`config.mk`:
```
export PLATFORM = sky130hd
export DESIGN_NAME = heap_sort_descending
export DESIGN_NICKNAME = d
export VERILOG_FILES = /design/src/design/hsd_pkg.sv /design/src/design/hsd_sequencer.sv /design/src/design/hsd_datapath.sv /design/src/design/heap_sort_descending.sv
export VERILOG_INCLUDE_DIRS = /design/src /design/src/design
export SDC_FILE = /design/constraint.sdc
export NUM_CORES = 2
export LEC_CHECK = 0
export ABC_AREA = 0
export BUFFER_PORTS_ARGS = -buffer_cell sky130_fd_sc_hd__buf_4
export CAP_MARGIN = 20
export CORE_UTILIZATION = 50
export DETAILED_ROUTE_END_ITERATION = 10
export PLACE_DENSITY = 0.65
export SLEW_MARGIN = 0
export SYNTH_ARGS = -nofsm -noshare
export SYNTH_HDL_FRONTEND = slang
export SYNTH_SLANG_ARGS = --single-unit
```
`constraint.sdc`:
```
create_clock -name clk_i -period 5.85 [get_ports clk_i]
set_clock_uncertainty 0.05 [all_clocks]
set_input_delay 1.755 -clock clk_i [delete_from_list [all_inputs] [get_ports clk_i]]
set_output_delay 1.755 -clock clk_i [all_outputs]
set_load 0.02 [all_outputs]
```
`src/design/heap_sort_descending_assert.svh`:
```
// ----------------------------------------------------------------------------
// Assertion macros for the heap sort block
// Shared concurrent assertion forms, clocked on clk_i and held off in reset.
// ----------------------------------------------------------------------------
`ifndef HEAP_SORT_DESCENDING_ASSERT_SVH
`define HEAP_SORT_DESCENDING_ASSERT_SVH

// Same-cycle implication.
`define HSD_ASSERT_IMP(lbl, ante, cons, msg) \
  lbl: assert property (@(posedge clk_i) disable iff (!rst_ni) (ante) |-> (cons)) \
    else $error(msg);

// Next-cycle implication.
`define HSD_ASSERT_NXT(lbl, ante, cons, msg) \
  lbl: assert property (@(posedge clk_i) disable iff (!rst_ni) (ante) |=> (cons)) \
    else $error(msg);

`endif

```
`src/design/hsd_pkg.sv`:
```
// ----------------------------------------------------------------------------
// hsd_pkg
// Control word layout and status bundle shared by the sequencer and datapath.
// ----------------------------------------------------------------------------
package hsd_pkg;

  // Width of the step counter.
  localparam int unsigned PcW = 5;

  // Store read address select.
  typedef enum logic [2:0] {
    RA_AT    = 3'd0,
    RA_LEFT  = 3'd1,
    RA_RIGHT = 3'd2,
    RA_KM1   = 3'd3,
    RA_K     = 3'd4,
    RA_ZERO  = 3'd5
  } raddr_e;

  // Store write select.
  typedef enum logic [2:0] {
    WR_NONE      = 3'd0,
    WR_AT_PVAL   = 3'd1,
    WR_PICK_AVAL = 3'd2,
    WR_ZERO_RD   = 3'd3,
    WR_KM1_AVAL  = 3'd4
  } wr_e;

  // Loop counter update.
  typedef enum logic [2:0] {
    K_HOLD   = 3'd0,
    K_HALF_N = 3'd1,
    K_N      = 3'd2,
    K_DEC    = 3'd3,
    K_INC    = 3'd4,
    K_ZERO   = 3'd5
  } k_op_e;

  // Sift node update.
  typedef enum logic [1:0] {
    AT_HOLD = 2'd0,
    AT_KM1  = 2'd1,
    AT_ZERO = 2'd2,
    AT_PICK = 2'd3
  } at_op_e;

  // Heap size update.
  typedef enum logic [1:0] {
    SZ_HOLD = 2'd0,
    SZ_N    = 2'd1,
    SZ_KM1  = 2'd2
  } size_op_e;

  // Smallest-of-three tracking.
  typedef enum logic [1:0] {
    PK_HOLD  = 2'd0,
    PK_AT    = 2'd1,
    PK_CMP_L = 2'd2,
    PK_CMP_R = 2'd3
  } pick_op_e;

  // Jump conditions.
  typedef enum logic [3:0] {
    C_NEVER     = 4'd0,
    C_ALWAYS    = 4'd1,
    C_NOT_GO    = 4'd2,
    C_K_ZERO    = 4'd3,
    C_K_LE1     = 4'd4,
    C_LEFT_OUT  = 4'd5,
    C_RIGHT_OUT = 4'd6,
    C_PICK_AT   = 4'd7,
    C_NOT_KLAST = 4'd8
  } cond_e;

  // One control word of the program.
  typedef struct packed {
    raddr_e           raddr;
    wr_e              wr;
    k_op_e            k_op;
    at_op_e           at_op;
    size_op_e         size_op;
    pick_op_e         pick_op;
    logic             aval_ld;
    logic             emit;
    logic             clr_n;
    logic             idle;
    cond_e            cond;
    logic             call;
    logic             ret;
    logic [PcW-1:0]   target;
  } ctrl_t;

  // Datapath flags tested by the sequencer.
  typedef struct packed {
    logic go;
    logic k_zero;
    logic k_le1;
    logic left_out;
    logic right_out;
    logic pick_at;
    logic k_last;
  } status_t;

endpackage

```
`src/design/hsd_sequencer.sv`:
```
// ----------------------------------------------------------------------------
// hsd_sequencer
// Step counter, return register and control program table.
// ----------------------------------------------------------------------------
module hsd_sequencer (
  input  logic             clk_i,
  input  logic             rst_ni,
  input  hsd_pkg::status_t status_i,
  output hsd_pkg::ctrl_t   ctrl_o
);

  localparam int unsigned PcW = hsd_pkg::PcW;

  // Program step addresses.
  localparam logic [PcW-1:0] StIdle  = 5'd0;
  localparam logic [PcW-1:0] StBInit = 5'd1;
  localparam logic [PcW-1:0] StBChk  = 5'd2;
  localparam logic [PcW-1:0] StBLoop = 5'd3;
  localparam logic [PcW-1:0] StBRet  = 5'd4;
  localparam logic [PcW-1:0] StEInit = 5'd5;
  localparam logic [PcW-1:0] StEChk  = 5'd6;
  localparam logic [PcW-1:0] StE0    = 5'd7;
  localparam logic [PcW-1:0] StE1    = 5'd8;
  localparam logic [PcW-1:0] StE2    = 5'd9;
  localparam logic [PcW-1:0] StE3    = 5'd10;
  localparam logic [PcW-1:0] StERet  = 5'd11;
  localparam logic [PcW-1:0] StOInit = 5'd12;
  localparam logic [PcW-1:0] StORd   = 5'd13;
  localparam logic [PcW-1:0] StOEmit = 5'd14;
  localparam logic [PcW-1:0] StFin   = 5'd15;
  localparam logic [PcW-1:0] StSf0   = 5'd16;
  localparam logic [PcW-1:0] StSf1   = 5'd17;
  localparam logic [PcW-1:0] StSf2   = 5'd18;
  localparam logic [PcW-1:0] StSf3   = 5'd19;
  localparam logic [PcW-1:0] StSf4   = 5'd20;
  localparam logic [PcW-1:0] StSf5   = 5'd21;
  localparam logic [PcW-1:0] StSf6   = 5'd22;
  localparam logic [PcW-1:0] StSf7   = 5'd23;

  logic [PcW-1:0] pc_q, pc_d;
  logic [PcW-1:0] ret_q, ret_d;
  logic [PcW-1:0] pc_inc;
  hsd_pkg::ctrl_t cw;
  logic           taken;

  // Control program. Each word starts as a no-op and sets what it needs.
  always_comb begin
    cw = '{raddr: hsd_pkg::RA_ZERO, wr: hsd_pkg::WR_NONE, k_op: hsd_pkg::K_HOLD,
           at_op: hsd_pkg::AT_HOLD, size_op: hsd_pkg::SZ_HOLD,
           pick_op: hsd_pkg::PK_HOLD, aval_ld: 1'b0, emit: 1'b0, clr_n: 1'b0,
           idle: 1'b0, cond: hsd_pkg::C_NEVER, call: 1'b0, ret: 1'b0,
           target: StIdle};
    unique case (pc_q)
      // Collect words until the last one arrives.
      StIdle: begin
        cw.idle   = 1'b1;
        cw.cond   = hsd_pkg::C_NOT_GO;
        cw.target = StIdle;
      end
      // Heap build: sift down every inner node from the bottom up.
      StBInit: cw.k_op = hsd_pkg::K_HALF_N;
      StBChk: begin
        cw.cond   = hsd_pkg::C_K_ZERO;
        cw.target = StEInit;
      end
      StBLoop: begin
        cw.at_op   = hsd_pkg::AT_KM1;
        cw.size_op = hsd_pkg::SZ_N;
        cw.call    = 1'b1;
        cw.target  = StSf0;
      end
      StBRet: begin
        cw.k_op   = hsd_pkg::K_DEC;
        cw.cond   = hsd_pkg::C_ALWAYS;
        cw.target = StBChk;
      end
      // Extraction: swap the root with the heap end, then sift the root.
      StEInit: cw.k_op = hsd_pkg::K_N;
      StEChk: begin
        cw.cond   = hsd_pkg::C_K_LE1;
        cw.target = StOInit;
      end
      StE0: cw.raddr = hsd_pkg::RA_ZERO;
      StE1: begin
        cw.aval_ld = 1'b1;
        cw.raddr   = hsd_pkg::RA_KM1;
      end
      StE2: cw.wr = hsd_pkg::WR_ZERO_RD;
      StE3: begin
        cw.wr      = hsd_pkg::WR_KM1_AVAL;
        cw.at_op   = hsd_pkg::AT_ZERO;
        cw.size_op = hsd_pkg::SZ_KM1;
        cw.call    = 1'b1;
        cw.target  = StSf0;
      end
      StERet: begin
        cw.k_op   = hsd_pkg::K_DEC;
        cw.cond   = hsd_pkg::C_ALWAYS;
        cw.target = StEChk;
      end
      // Output: read each entry and put it on the result ports.
      StOInit: cw.k_op = hsd_pkg::K_ZERO;
      StORd:   cw.raddr = hsd_pkg::RA_K;
      StOEmit: begin
        cw.emit   = 1'b1;
        cw.k_op   = hsd_pkg::K_INC;
        cw.cond   = hsd_pkg::C_NOT_KLAST;
        cw.target = StORd;
      end
      StFin: begin
        cw.clr_n  = 1'b1;
        cw.cond   = hsd_pkg::C_ALWAYS;
        cw.target = StIdle;
      end
      // Sift-down subroutine on node at within size entries.
      StSf0: cw.raddr = hsd_pkg::RA_AT;
      StSf1: cw.aval_ld = 1'b1;
      StSf2: begin
        cw.pick_op = hsd_pkg::PK_AT;
        cw.raddr   = hsd_pkg::RA_LEFT;
        cw.cond    = hsd_pkg::C_LEFT_OUT;
        cw.ret     = 1'b1;
      end
      StSf3: begin
        cw.pick_op = hsd_pkg::PK_CMP_L;
        cw.raddr   = hsd_pkg::RA_RIGHT;
        cw.cond    = hsd_pkg::C_RIGHT_OUT;
        cw.target  = StSf5;
      end
      StSf4: cw.pick_op = hsd_pkg::PK_CMP_R;
      StSf5: begin
        cw.cond = hsd_pkg::C_PICK_AT;
        cw.ret  = 1'b1;
      end
      StSf6: cw.wr = hsd_pkg::WR_AT_PVAL;
      StSf7: begin
        cw.wr     = hsd_pkg::WR_PICK_AVAL;
        cw.at_op  = hsd_pkg::AT_PICK;
        cw.cond   = hsd_pkg::C_ALWAYS;
        cw.target = StSf2;
      end
      default: begin
        cw.cond   = hsd_pkg::C_ALWAYS;
        cw.target = StIdle;
      end
    endcase
  end

  // Condition select.
  always_comb begin
    unique case (cw.cond)
      hsd_pkg::C_NEVER:     taken = 1'b0;
      hsd_pkg::C_ALWAYS:    taken = 1'b1;
      hsd_pkg::C_NOT_GO:    taken = !status_i.go;
      hsd_pkg::C_K_ZERO:    taken = status_i.k_zero;
      hsd_pkg::C_K_LE1:     taken = status_i.k_le1;
      hsd_pkg::C_LEFT_OUT:  taken = status_i.left_out;
      hsd_pkg::C_RIGHT_OUT: taken = status_i.right_out;
      hsd_pkg::C_PICK_AT:   taken = status_i.pick_at;
      hsd_pkg::C_NOT_KLAST: taken = !status_i.k_last;
      default:              taken = 1'b0;
    endcase
  end

  // Next step: call, taken jump (or return), or fall through.
  assign pc_inc = pc_q + 1'b1;

  always_comb begin
    ret_d = ret_q;
    pc_d  = pc_inc;
    if (cw.call) begin
      ret_d = pc_inc;
      pc_d  = cw.target;
    end else if (taken) begin
      pc_d = cw.ret ? ret_q : cw.target;
    end
  end

  always_ff @(posedge clk_i or negedge rst_ni) begin
    if (!rst_ni) begin
      pc_q  <= StIdle;
      ret_q <= StIdle;
    end else begin
      pc_q  <= pc_d;
      ret_q <= ret_d;
    end
  end

  assign ctrl_o = cw;

endmodule

```
`src/design/hsd_datapath.sv`:
```
// ----------------------------------------------------------------------------
// hsd_datapath
// Element store with one read and one write port, index registers and the
// signed compare that the control program steers.
// ----------------------------------------------------------------------------
`include "heap_sort_descending_assert.svh"

module hsd_datapath #(
  parameter int unsigned MAX_ELEMENTS = 64
) (
  input  logic               clk_i,
  input  logic               rst_ni,
  input  hsd_pkg::ctrl_t     ctrl_i,
  input  logic               accept_i,
  input  logic signed [31:0] value_i,
  input  logic               last_i,
  output hsd_pkg::status_t   status_o,
  output logic signed [31:0] value_res_o,
  output logic               last_res_o
);

  localparam int unsigned AddrW = (MAX_ELEMENTS > 1) ? $clog2(MAX_ELEMENTS) : 1;
  localparam int unsigned CntW  = $clog2(MAX_ELEMENTS + 1);
  localparam int unsigned LW    = AddrW + 2;

  logic signed [31:0] mem_q [MAX_ELEMENTS];
  logic signed [31:0] rdata_q;
  logic signed [31:0] aval_q, pval_q, pval_d;
  logic [CntW-1:0]    n_q, k_q, k_d, size_q, size_d;
  logic [AddrW-1:0]   at_q, at_d, pick_q, pick_d;
  logic [CntW-1:0]    km1;
  logic [LW-1:0]      left, right, size_ext;
  logic [AddrW-1:0]   raddr, waddr;
  logic signed [31:0] wdata;
  logic               wr_en;
  logic               room;
  logic [CntW:0]      k_plus1;

  assign km1      = k_q - 1'b1;
  assign left     = {1'b0, at_q, 1'b1};
  assign right    = left + 1'b1;
  assign size_ext = LW'(size_q);
  assign room     = (n_q < CntW'(MAX_ELEMENTS));
  assign k_plus1  = {1'b0, k_q} + 1'b1;

  // Read address select.
  always_comb begin
    case (ctrl_i.raddr)
      hsd_pkg::RA_AT:    raddr = at_q;
      hsd_pkg::RA_LEFT:  raddr = left[AddrW-1:0];
      hsd_pkg::RA_RIGHT: raddr = right[AddrW-1:0];
      hsd_pkg::RA_KM1:   raddr = km1[AddrW-1:0];
      hsd_pkg::RA_K:     raddr = k_q[AddrW-1:0];
      default:           raddr = '0;
    endcase
  end

  // Write port: load words while idle, swaps while sorting.
  always_comb begin
    wr_en = 1'b1;
    waddr = n_q[AddrW-1:0];
    wdata = value_i;
    case (ctrl_i.wr)
      hsd_pkg::WR_AT_PVAL: begin
        waddr = at_q;
        wdata = pval_q;
      end
      hsd_pkg::WR_PICK_AVAL: begin
        waddr = pick_q;
        wdata = aval_q;
      end
      hsd_pkg::WR_ZERO_RD: begin
        waddr = '0;
        wdata = rdata_q;
      end
      hsd_pkg::WR_KM1_AVAL: begin
        waddr = km1[AddrW-1:0];
        wdata = aval_q;
      end
      default: wr_en = accept_i && room;
    endcase
  end

  // Element store.
  always_ff @(posedge clk_i) begin
    if (wr_en) begin
      mem_q[waddr] <= wdata;
    end
    rdata_q <= mem_q[raddr];
  end

  // Register updates requested by the control word.
  always_comb begin
    case (ctrl_i.k_op)
      hsd_pkg::K_HALF_N: k_d = n_q >> 1;
      hsd_pkg::K_N:      k_d = n_q;
      hsd_pkg::K_DEC:    k_d = km1;
      hsd_pkg::K_INC:    k_d = k_plus1[CntW-1:0];
      hsd_pkg::K_ZERO:   k_d = '0;
      default:           k_d = k_q;
    endcase
    case (ctrl_i.at_op)
      hsd_pkg::AT_KM1:  at_d = km1[AddrW-1:0];
      hsd_pkg::AT_ZERO: at_d = '0;
      hsd_pkg::AT_PICK: at_d = pick_q;
      default:          at_d = at_q;
    endcase
    case (ctrl_i.size_op)
      hsd_pkg::SZ_N:   size_d = n_q;
      hsd_pkg::SZ_KM1: size_d = km1;
      default:         size_d = size_q;
    endcase
    pick_d = pick_q;
    pval_d = pval_q;
    case (ctrl_i.pick_op)
      hsd_pkg::PK_AT: begin
        pick_d = at_q;
        pval_d = aval_q;
      end
      hsd_pkg::PK_CMP_L: begin
        if (rdata_q < pval_q) begin
          pick_d = left[AddrW-1:0];
          pval_d = rdata_q;
        end
      end
      hsd_pkg::PK_CMP_R: begin
        if (rdata_q < pval_q) begin
          pick_d = right[AddrW-1:0];
          pval_d = rdata_q;
        end
      end
      default: ;
    endcase
  end

  // Working registers, loaded before every use.
  always_ff @(posedge clk_i) begin
    k_q    <= k_d;
    at_q   <= at_d;
    size_q <= size_d;
    pick_q <= pick_d;
    pval_q <= pval_d;
    if (ctrl_i.aval_ld) begin
      aval_q <= rdata_q;
    end
  end

  // Element count: grows on each stored word, cleared after the run.
  always_ff @(posedge clk_i or negedge rst_ni) begin
    if (!rst_ni) begin
      n_q <= '0;
    end else if (ctrl_i.clr_n) begin
      n_q <= '0;
    end else if (accept_i && room) begin
      n_q <= n_q + 1'b1;
    end
  end

  // Flags for the sequencer.
  assign status_o.go        = accept_i && last_i;
  assign status_o.k_zero    = (k_q == '0);
  assign status_o.k_le1     = (k_q <= CntW'(1));
  assign status_o.left_out  = (left >= size_ext);
  assign status_o.right_out = (right >= size_ext);
  assign status_o.pick_at   = (pick_q == at_q);
  assign status_o.k_last    = (k_plus1 == {1'b0, n_q});

  assign value_res_o = rdata_q;
  assign last_res_o  = status_o.k_last;

  // The count never passes the capacity.
  `HSD_ASSERT_IMP(a_count_cap, 1'b1, n_q <= CntW'(MAX_ELEMENTS), "element count overflow")
  // Swaps during a sort stay inside the loaded set.
  `HSD_ASSERT_IMP(a_wr_in_set, wr_en && !accept_i, {1'b0, waddr} < (AddrW+1)'(n_q),
                  "sort write outside the loaded set")
  // After the final word of a run, the finish step empties the store.
  `HSD_ASSERT_NXT(a_run_clears, ctrl_i.emit && status_o.k_last, ##1 (n_q == '0),
                  "store not emptied after the run")

endmodule

```
`src/design/heap_sort_descending.sv`:
```
// ----------------------------------------------------------------------------
// heap_sort_descending
// Collects signed words and returns them sorted in descending order.
// ----------------------------------------------------------------------------
// Usage: raise start with value_i and last_i; a word is taken at a rising
// edge where start is high and busy is low. Words are stored one per cycle
// while busy stays low. Up to MAX_ELEMENTS words are kept; extra words are
// dropped, but a dropped word with last_i set still starts the sort.
// Once a word with last_i set is taken, busy rises and the block sorts the
// set with a min-heap. The run of results follows on value_res_o, each
// marked by a one-cycle res_valid_o pulse; last_res_o marks the final word.
// The receiver must take each word in its cycle. For a set of n words, the
// build runs n/2 sift-downs and the extraction n-1 more. busy falls after
// the last result. Reset empties the set and returns the block to idle.
// ----------------------------------------------------------------------------
module heap_sort_descending #(
  parameter int unsigned MAX_ELEMENTS = 64
) (
  input  logic               clk_i,
  input  logic               rst_ni,
  input  logic               start,
  output logic               busy,
  input  logic signed [31:0] value_i,
  input  logic               last_i,
  output logic               res_valid_o,
  output logic signed [31:0] value_res_o,
  output logic               last_res_o
);

  hsd_pkg::ctrl_t   ctrl;
  hsd_pkg::status_t status;
  logic             accept;

  // A word is taken only while the program sits in its idle step.
  assign busy        = !ctrl.idle;
  assign accept      = start && !busy;
  assign res_valid_o = ctrl.emit;

  hsd_sequencer u_seq (
    .clk_i    (clk_i),
    .rst_ni   (rst_ni),
    .status_i (status),
    .ctrl_o   (ctrl)
  );

  hsd_datapath #(
    .MAX_ELEMENTS (MAX_ELEMENTS)
  ) u_dp (
    .clk_i       (clk_i),
    .rst_ni      (rst_ni),
    .ctrl_i      (ctrl),
    .accept_i    (accept),
    .value_i     (value_i),
    .last_i      (last_i),
    .status_o    (status),
    .value_res_o (value_res_o),
    .last_res_o  (last_res_o)
  );

endmodule
```
* After elaboration in Yosys (flattened, before gate mapping)
Memory sizes are Yosys's and may differ from the RTL's. A register that Yosys moved wholly into a read port is not among the register bits.
Cells that the tools add are included.
** Operators by class
- $add $sub $neg :: 5
- Reductions and logical operators :: 25
- Eq/ne operators :: 57
- Order comparisons :: 5
- Mux-type cells :: 34
** Operator list (number)
- $pmux W32 S3 :: 1
- $pmux W32 S2 :: 1
- $eq A5 B4 Y1 const B :: 8
- $eq A5 B5 Y1 const B :: 8
- $pmux W5 S8 :: 1
- $pmux W6 S3 :: 2
- $pmux W7 S5 :: 1
- $lt A32 B32 Y1 :: 1
- $mux W32 :: 1
- $pmux W4 S8 :: 1
- $pmux W3 S5 :: 2
- $pmux W6 S5 :: 1
- $pmux W6 S4 :: 1
- $eq A5 B3 Y1 const B :: 4
- $eq A3 B2 Y1 const B :: 6
- $add A7 B1 Y8 const B :: 2
- $eq A4 B3 Y1 const B :: 4
- $mux W5 :: 3
- $mux W7 :: 2
- $pmux W7 S2 :: 1
- $reduce_or A13 Y1 :: 1
- $eq A3 B3 Y1 const B :: 4
- $mux W6 :: 2
- $pmux W2 S3 :: 2
- other kinds (34) :: 66
** Storage, ports and cells
- Register bits :: 107
- Memories :: 1
- Logic and storage cells :: 136
- Bits in writable memories :: 2048
** Memory list
- u_dp.mem_q :: depth 64, width 32, rd ports 1, clocked after Yosys merged registers in 1, wr ports 1, RTL line hsd_datapath.sv:26 : logic signed [31:0] mem_q [MAX_ELEMENTS];

* Logic depth before layout (Yosys ltp)
- Depth after elaboration :: 8
- Gate-level depth with buffers :: 18
- Gate-level depth less buffers :: 12

* By module
Synthesis repeated with hierarchy kept, for this count alone.
** Unflattened totals
- Cell total of the unflattened synthesis :: 5605
- Area, all modules :: 88677.5 µm²
** Modules (own cells, without submodules)
- hsd_datapath :: cells an instance 5436, times used 1, area each 87410.1 µm², sequential area each 65017.4 µm²
- hsd_sequencer :: cells an instance 167, times used 1, area each 1257.5 µm², sequential area each 250.2 µm²
- heap_sort_descending :: cells an instance 2, times used 1, area each 10.0 µm², sequential area each 0.0 µm²

* Worst setup path before layout
OpenSTA, ideal clock, no wires.
- Kind :: register to register
- Start :: register u_seq.pc_q[0]
- End :: memory u_dp.mem_q[0][4], data pin
- Library setup time :: 0.549 ns
- Clock period less this slack :: 4.747 ns
- Data arrival time :: 4.149 ns
- Stages on the path, launching flop included :: 12
- Data required time :: 5.251 ns
- Setup slack :: 1.103 ns
- Cell sequence :: dfrtp_1 -> inv_1 -> ha_1 -> buf_2 -> buf_1 -> nand3_1 -> or2_2 -> clkbuf_1 -> o21ai_1 -> clkbuf_1 -> a222oi_1 -> a21oi_1
** Between the ends
- Longest elaborated chain between the ends :: 5
** Ends and longest elaborated chain
- from (decl) :: RTL line hsd_sequencer.sv:40 : logic [PcW-1:0] pc_q, pc_d;
- from (signal assigned) :: RTL line hsd_sequencer.sv:181 : pc_q <= StIdle;
- from (signal assigned) :: RTL line hsd_sequencer.sv:184 : pc_q <= pc_d;
- $eq A5 B5 Y1 / $eq A5 B4 Y1 (equally long branches) :: RTL line hsd_sequencer.sv:53 : unique case (pc_q)
- $pmux W3 S4 * :: RTL line hsd_sequencer.sv:53
- $eq A3 B2 Y1 / $eq A3 B3 Y1 (equally long branches) :: RTL line hsd_datapath.sv:63 : case (ctrl_i.wr)
- $reduce_or A2 Y1 (no source line)
- $pmux W32 S3 * :: RTL line hsd_datapath.sv:63
- net u_dp.wdata[4] :: RTL line hsd_datapath.sv:34 : logic signed [31:0] wdata;
- to (decl) :: RTL line hsd_datapath.sv:26
Mark *: on every way through the listed nets, which the timed path passes. The rest lies on a longest branch.

* Final worst setup path
- Start :: register u_dp.k_q[1]
- End :: output last_res_o
** Between the ends
- Longest elaborated chain between the ends :: 2
** Ends and longest elaborated chain
- from (decl) :: RTL line hsd_datapath.sv:29 : logic [CntW-1:0] n_q, k_q, k_d, size_q, size_d;
- from (signal assigned) :: RTL line hsd_datapath.sv:138 : k_q <= k_d;
- $add A7 B1 Y8 :: RTL line hsd_datapath.sv:44 : assign k_plus1 = {1'b0, k_q} + 1'b1;
- $eq A8 B7 Y1 :: RTL line hsd_datapath.sv:166 : assign status_o.k_last = (k_plus1 == {1'b0, n_q});
- to (decl) :: RTL line heap_sort_descending.sv:27 : output logic last_res_o
Every way passes these cells.

==> reports/qor.csv <==
stage;metric;value;unit
cts;Worst-path clk slew;60;ps
routing;Antenna Nets Post-Route;0;
synth;cell count after synthesis;6000;
place;DP HPWL;164000;um
synth;count leader, synth;edfxtp_1;
worst_setup_path;Worst Path Max Fanout;8;
routing;Initial DRC Count;9057;
place;Final GP Congestion;0.965;
routing;total number of vias;57296;
worst_setup_path;CP Capture Type;primary output;
synth;Post-synth EDFFs;2138;
final_layout;share of cells above drive strength 1;0.138;
final_layout;nets;6238;
routing;# DRC;0;
timing;period utilization;0.934;
synth;synth unique cells;88;
worst_setup_path;Crit path required time;4050;ps
cts;PostCTS Resize Cnt;0;
cts;clock latency at the later pin of the worst-skew pair;870;ps
timing;final setup vio count;0;
timing;crit path time final;5460;ps
synth;Synth area leader;edfxtp_1;
synth;syn avg cell area;14.6;um^2
floorplan;core box area;174000;um^2
run;Max-Cap Viols;0;
timing;fin. max-slew vios;0;
cts;H-tree Lvls;4;
floorplan;full die area;176000;um^2
timing;unrepaired setup endpoints after global routing;false;
routing;first drt pass iteration count;7;
timing;Fin Hold WS;444;ps
cts;Post-CTS Hold Fix Bufs;0;
synth;synthesized area;87400;um^2
pwr;Leakage;0.0322;uW
cts;clock buffer count from CTS;214;
synth;Synthesized Nets;6092;
final_layout;final std cells w/o fill;8660;
floorplan;Die Width;420;um
timing;f_max;0.183;GHz
floorplan;Ports;71;
floorplan;Die Height;420;um
place;placed insts;8252;
synth;top-area cell type share of the netlist area;0.735;
synth;top_reg_cell synth;edfxtp_1;
worst_setup_path;Startpoint Class;flip-flop;
timing;count of final hold-check violations;0;
pwr;Cell Pwr Density;517;nW/um^2
global_route;vias in the first global route;53777;
global_route;total grt overflow;0;
routing;routed wire length;273000;um
synth;#FFs+latches synth;2187;
worst_setup_path;WP data arrival;3660;ps
cts;TritonCTS clock tree;built;
synth;share of flip-flops with an asynchronous set or reset;0.00777;
synth;top cells by count, synth;edfxtp_1 (2138), nand2_1 (1061), o221ai_1 (421), nand3_1 (330), a21oi_1 (220);
synth;sequential share of the synthesized area;0.747;
worst_setup_path;Crit Path Category;flip-flop to primary output;
global_route;first-pass GRT wire length;389000;um
cts;clock sinks;2187;
place;IO buf count;70;
synth;Warnings, synthesis;0;
pwr;Max VDD drop;0.497;mV
final_layout;fin util;0.572;
global_route;initial antenna violation count;15;
global_route;largest net degree at the start of global routing;128;
timing;worst rel slew slack;0.210;
cts;clock tree buffer depth;3;
floorplan;effective utilization at floorplan;0.503;
routing;drt via density;6.62;
final_layout;area grow syn2layout;13.8;%
timing;Least-Margin Pin Slew;1190;ps
routing;mean routed wirelength per cell;31.6;um
global_route;gr usage total;0.307;
cts;setup bufs post-CTS;0;
synth;ranking of synthesized cells by area;edfxtp_1 (73%), nand2_1 (4.6%), o221ai_1 (4.2%);
timing;TNS Setup;0;ps
cts;root buffer cell;clkbuf_16;
min_path;Worst Hold Class;flip-flop to flip-flop;
status;outcome;finished, final reports clean;
floorplan;site row count;153;
[power breakdown]
part           leakage (uW)  internal, uW  switching, uW
sequential           0.0197         19300            801
combinational       0.00910          4930          13000
clock               0.00334          7500           5970
[placed cells by master (no fill, tap or decap), drive strengths merged, types with 30 or more instances in the layout]
| master | n |
|---|---|
| nor4 | 31 |
| o21ai | 163 |
| edfxtp | 2138 |
| buf | 398 |
| a31oi | 78 |
| a311oi | 59 |
| mux2i | 60 |
| a211oi | 40 |
| a222oi | 32 |
| and3 | 49 |
| o22ai | 148 |
| clkinv | 90 |
| clkbuf | 282 |
| nand3 | 331 |
| o2111ai | 60 |
| ha | 56 |
| dfxtp | 32 |
| o221ai | 425 |
| or4 | 30 |
| nor2 | 122 |
| nand4 | 42 |
| inv | 68 |
| nand2 | 1064 |
| a21oi | 221 |
[critical path, stage by stage (launching register included)]
cell	delay (ps)
edfxtp_1	620
inv_1	160
ha_1	460
xor2_1	240
nor3_1	170
o2111ai_1	140
nor3_1	720
buf_4	280
[worst paths after layout]
kind,depth (start not counted),startpoint,slack [ps],to
min in group asynchronous,1,rst_ni,700,u_dp.n_q[3]
max in group asynchronous,1,rst_ni,4830,u_seq.pc_q[0]
min,2,u_seq.ret_q[0],440,u_seq.ret_q[0]
max reg2reg,11,u_seq.pc_q[0],750,u_dp.value_res_o[24]
min reg2reg,2,u_seq.ret_q[0],440,u_seq.ret_q[0]
max,7,u_dp.k_q[1],390,last_res_o
[kinds of logic (layout without fill, tap and decap cells)]
group / after synthesis / in the layout / share of synthesized area
and+or+nand+nor: 1735 / 1735 / 0.0866
buffers and inverters: 528 / 860 / 0.0294
other: 0 / 3 / 0
DFF: 2187 / 2187 / 0.747
muxes: 74 / 74 / 0.00881
xor gates and xnor gates: 32 / 32 / 0.00321
adders and majority gates: 56 / 56 / 0.00802
AOI/OAI and AO/OA: 1388 / 1388 / 0.117
[flip-flops by register name, summed over array words and instances, names as in the netlist]
name	cells
u_seq.pc_q	5
u_dp.size_q	7
u_seq.ret_q	5
u_dp.n_q	7
u_dp.pick_q	6
u_dp.value_res_o	32
u_dp.k_q	7
u_dp.aval_q	32
u_dp.at_q	6
u_dp.pval_q	32
u_dp.mem_q	2048
[layout make-up]
cell class / count / area [um^2]
fillers: 13313 / 74200
flip-flops and latches: 2187 / 65300
multi-input cells: 3285 / 20300
clock buffers: 282 / 5810
repair buffers: 399 / 3830
well taps: 2325 / 2910
clock inverters: 120 / 1030
inverters: 59 / 221
diodes: 3 / 7.51
[stage by stage]
stage	instance area [um^2]	setup WS (ps)	power [uW]
final	99400	385	51400
after global routing	99400	263	52900
after CTS	99300	418	50900
after detailed placement	92500	921	37600
after global placement	92400	165	37400
after floorplan	87400	1100	29800
[layer usage]
layer  vias to the layer above  global-route usage  share of wire
met5                         -                   0        0.00036
met3                       554              0.0831           0.13
met4                        14               0.126          0.043
li1                      24098                   -              -
met2                      3869               0.459           0.45
met1                     28761               0.425           0.38
No activity file was read; power rests on OpenSTA's default activity.
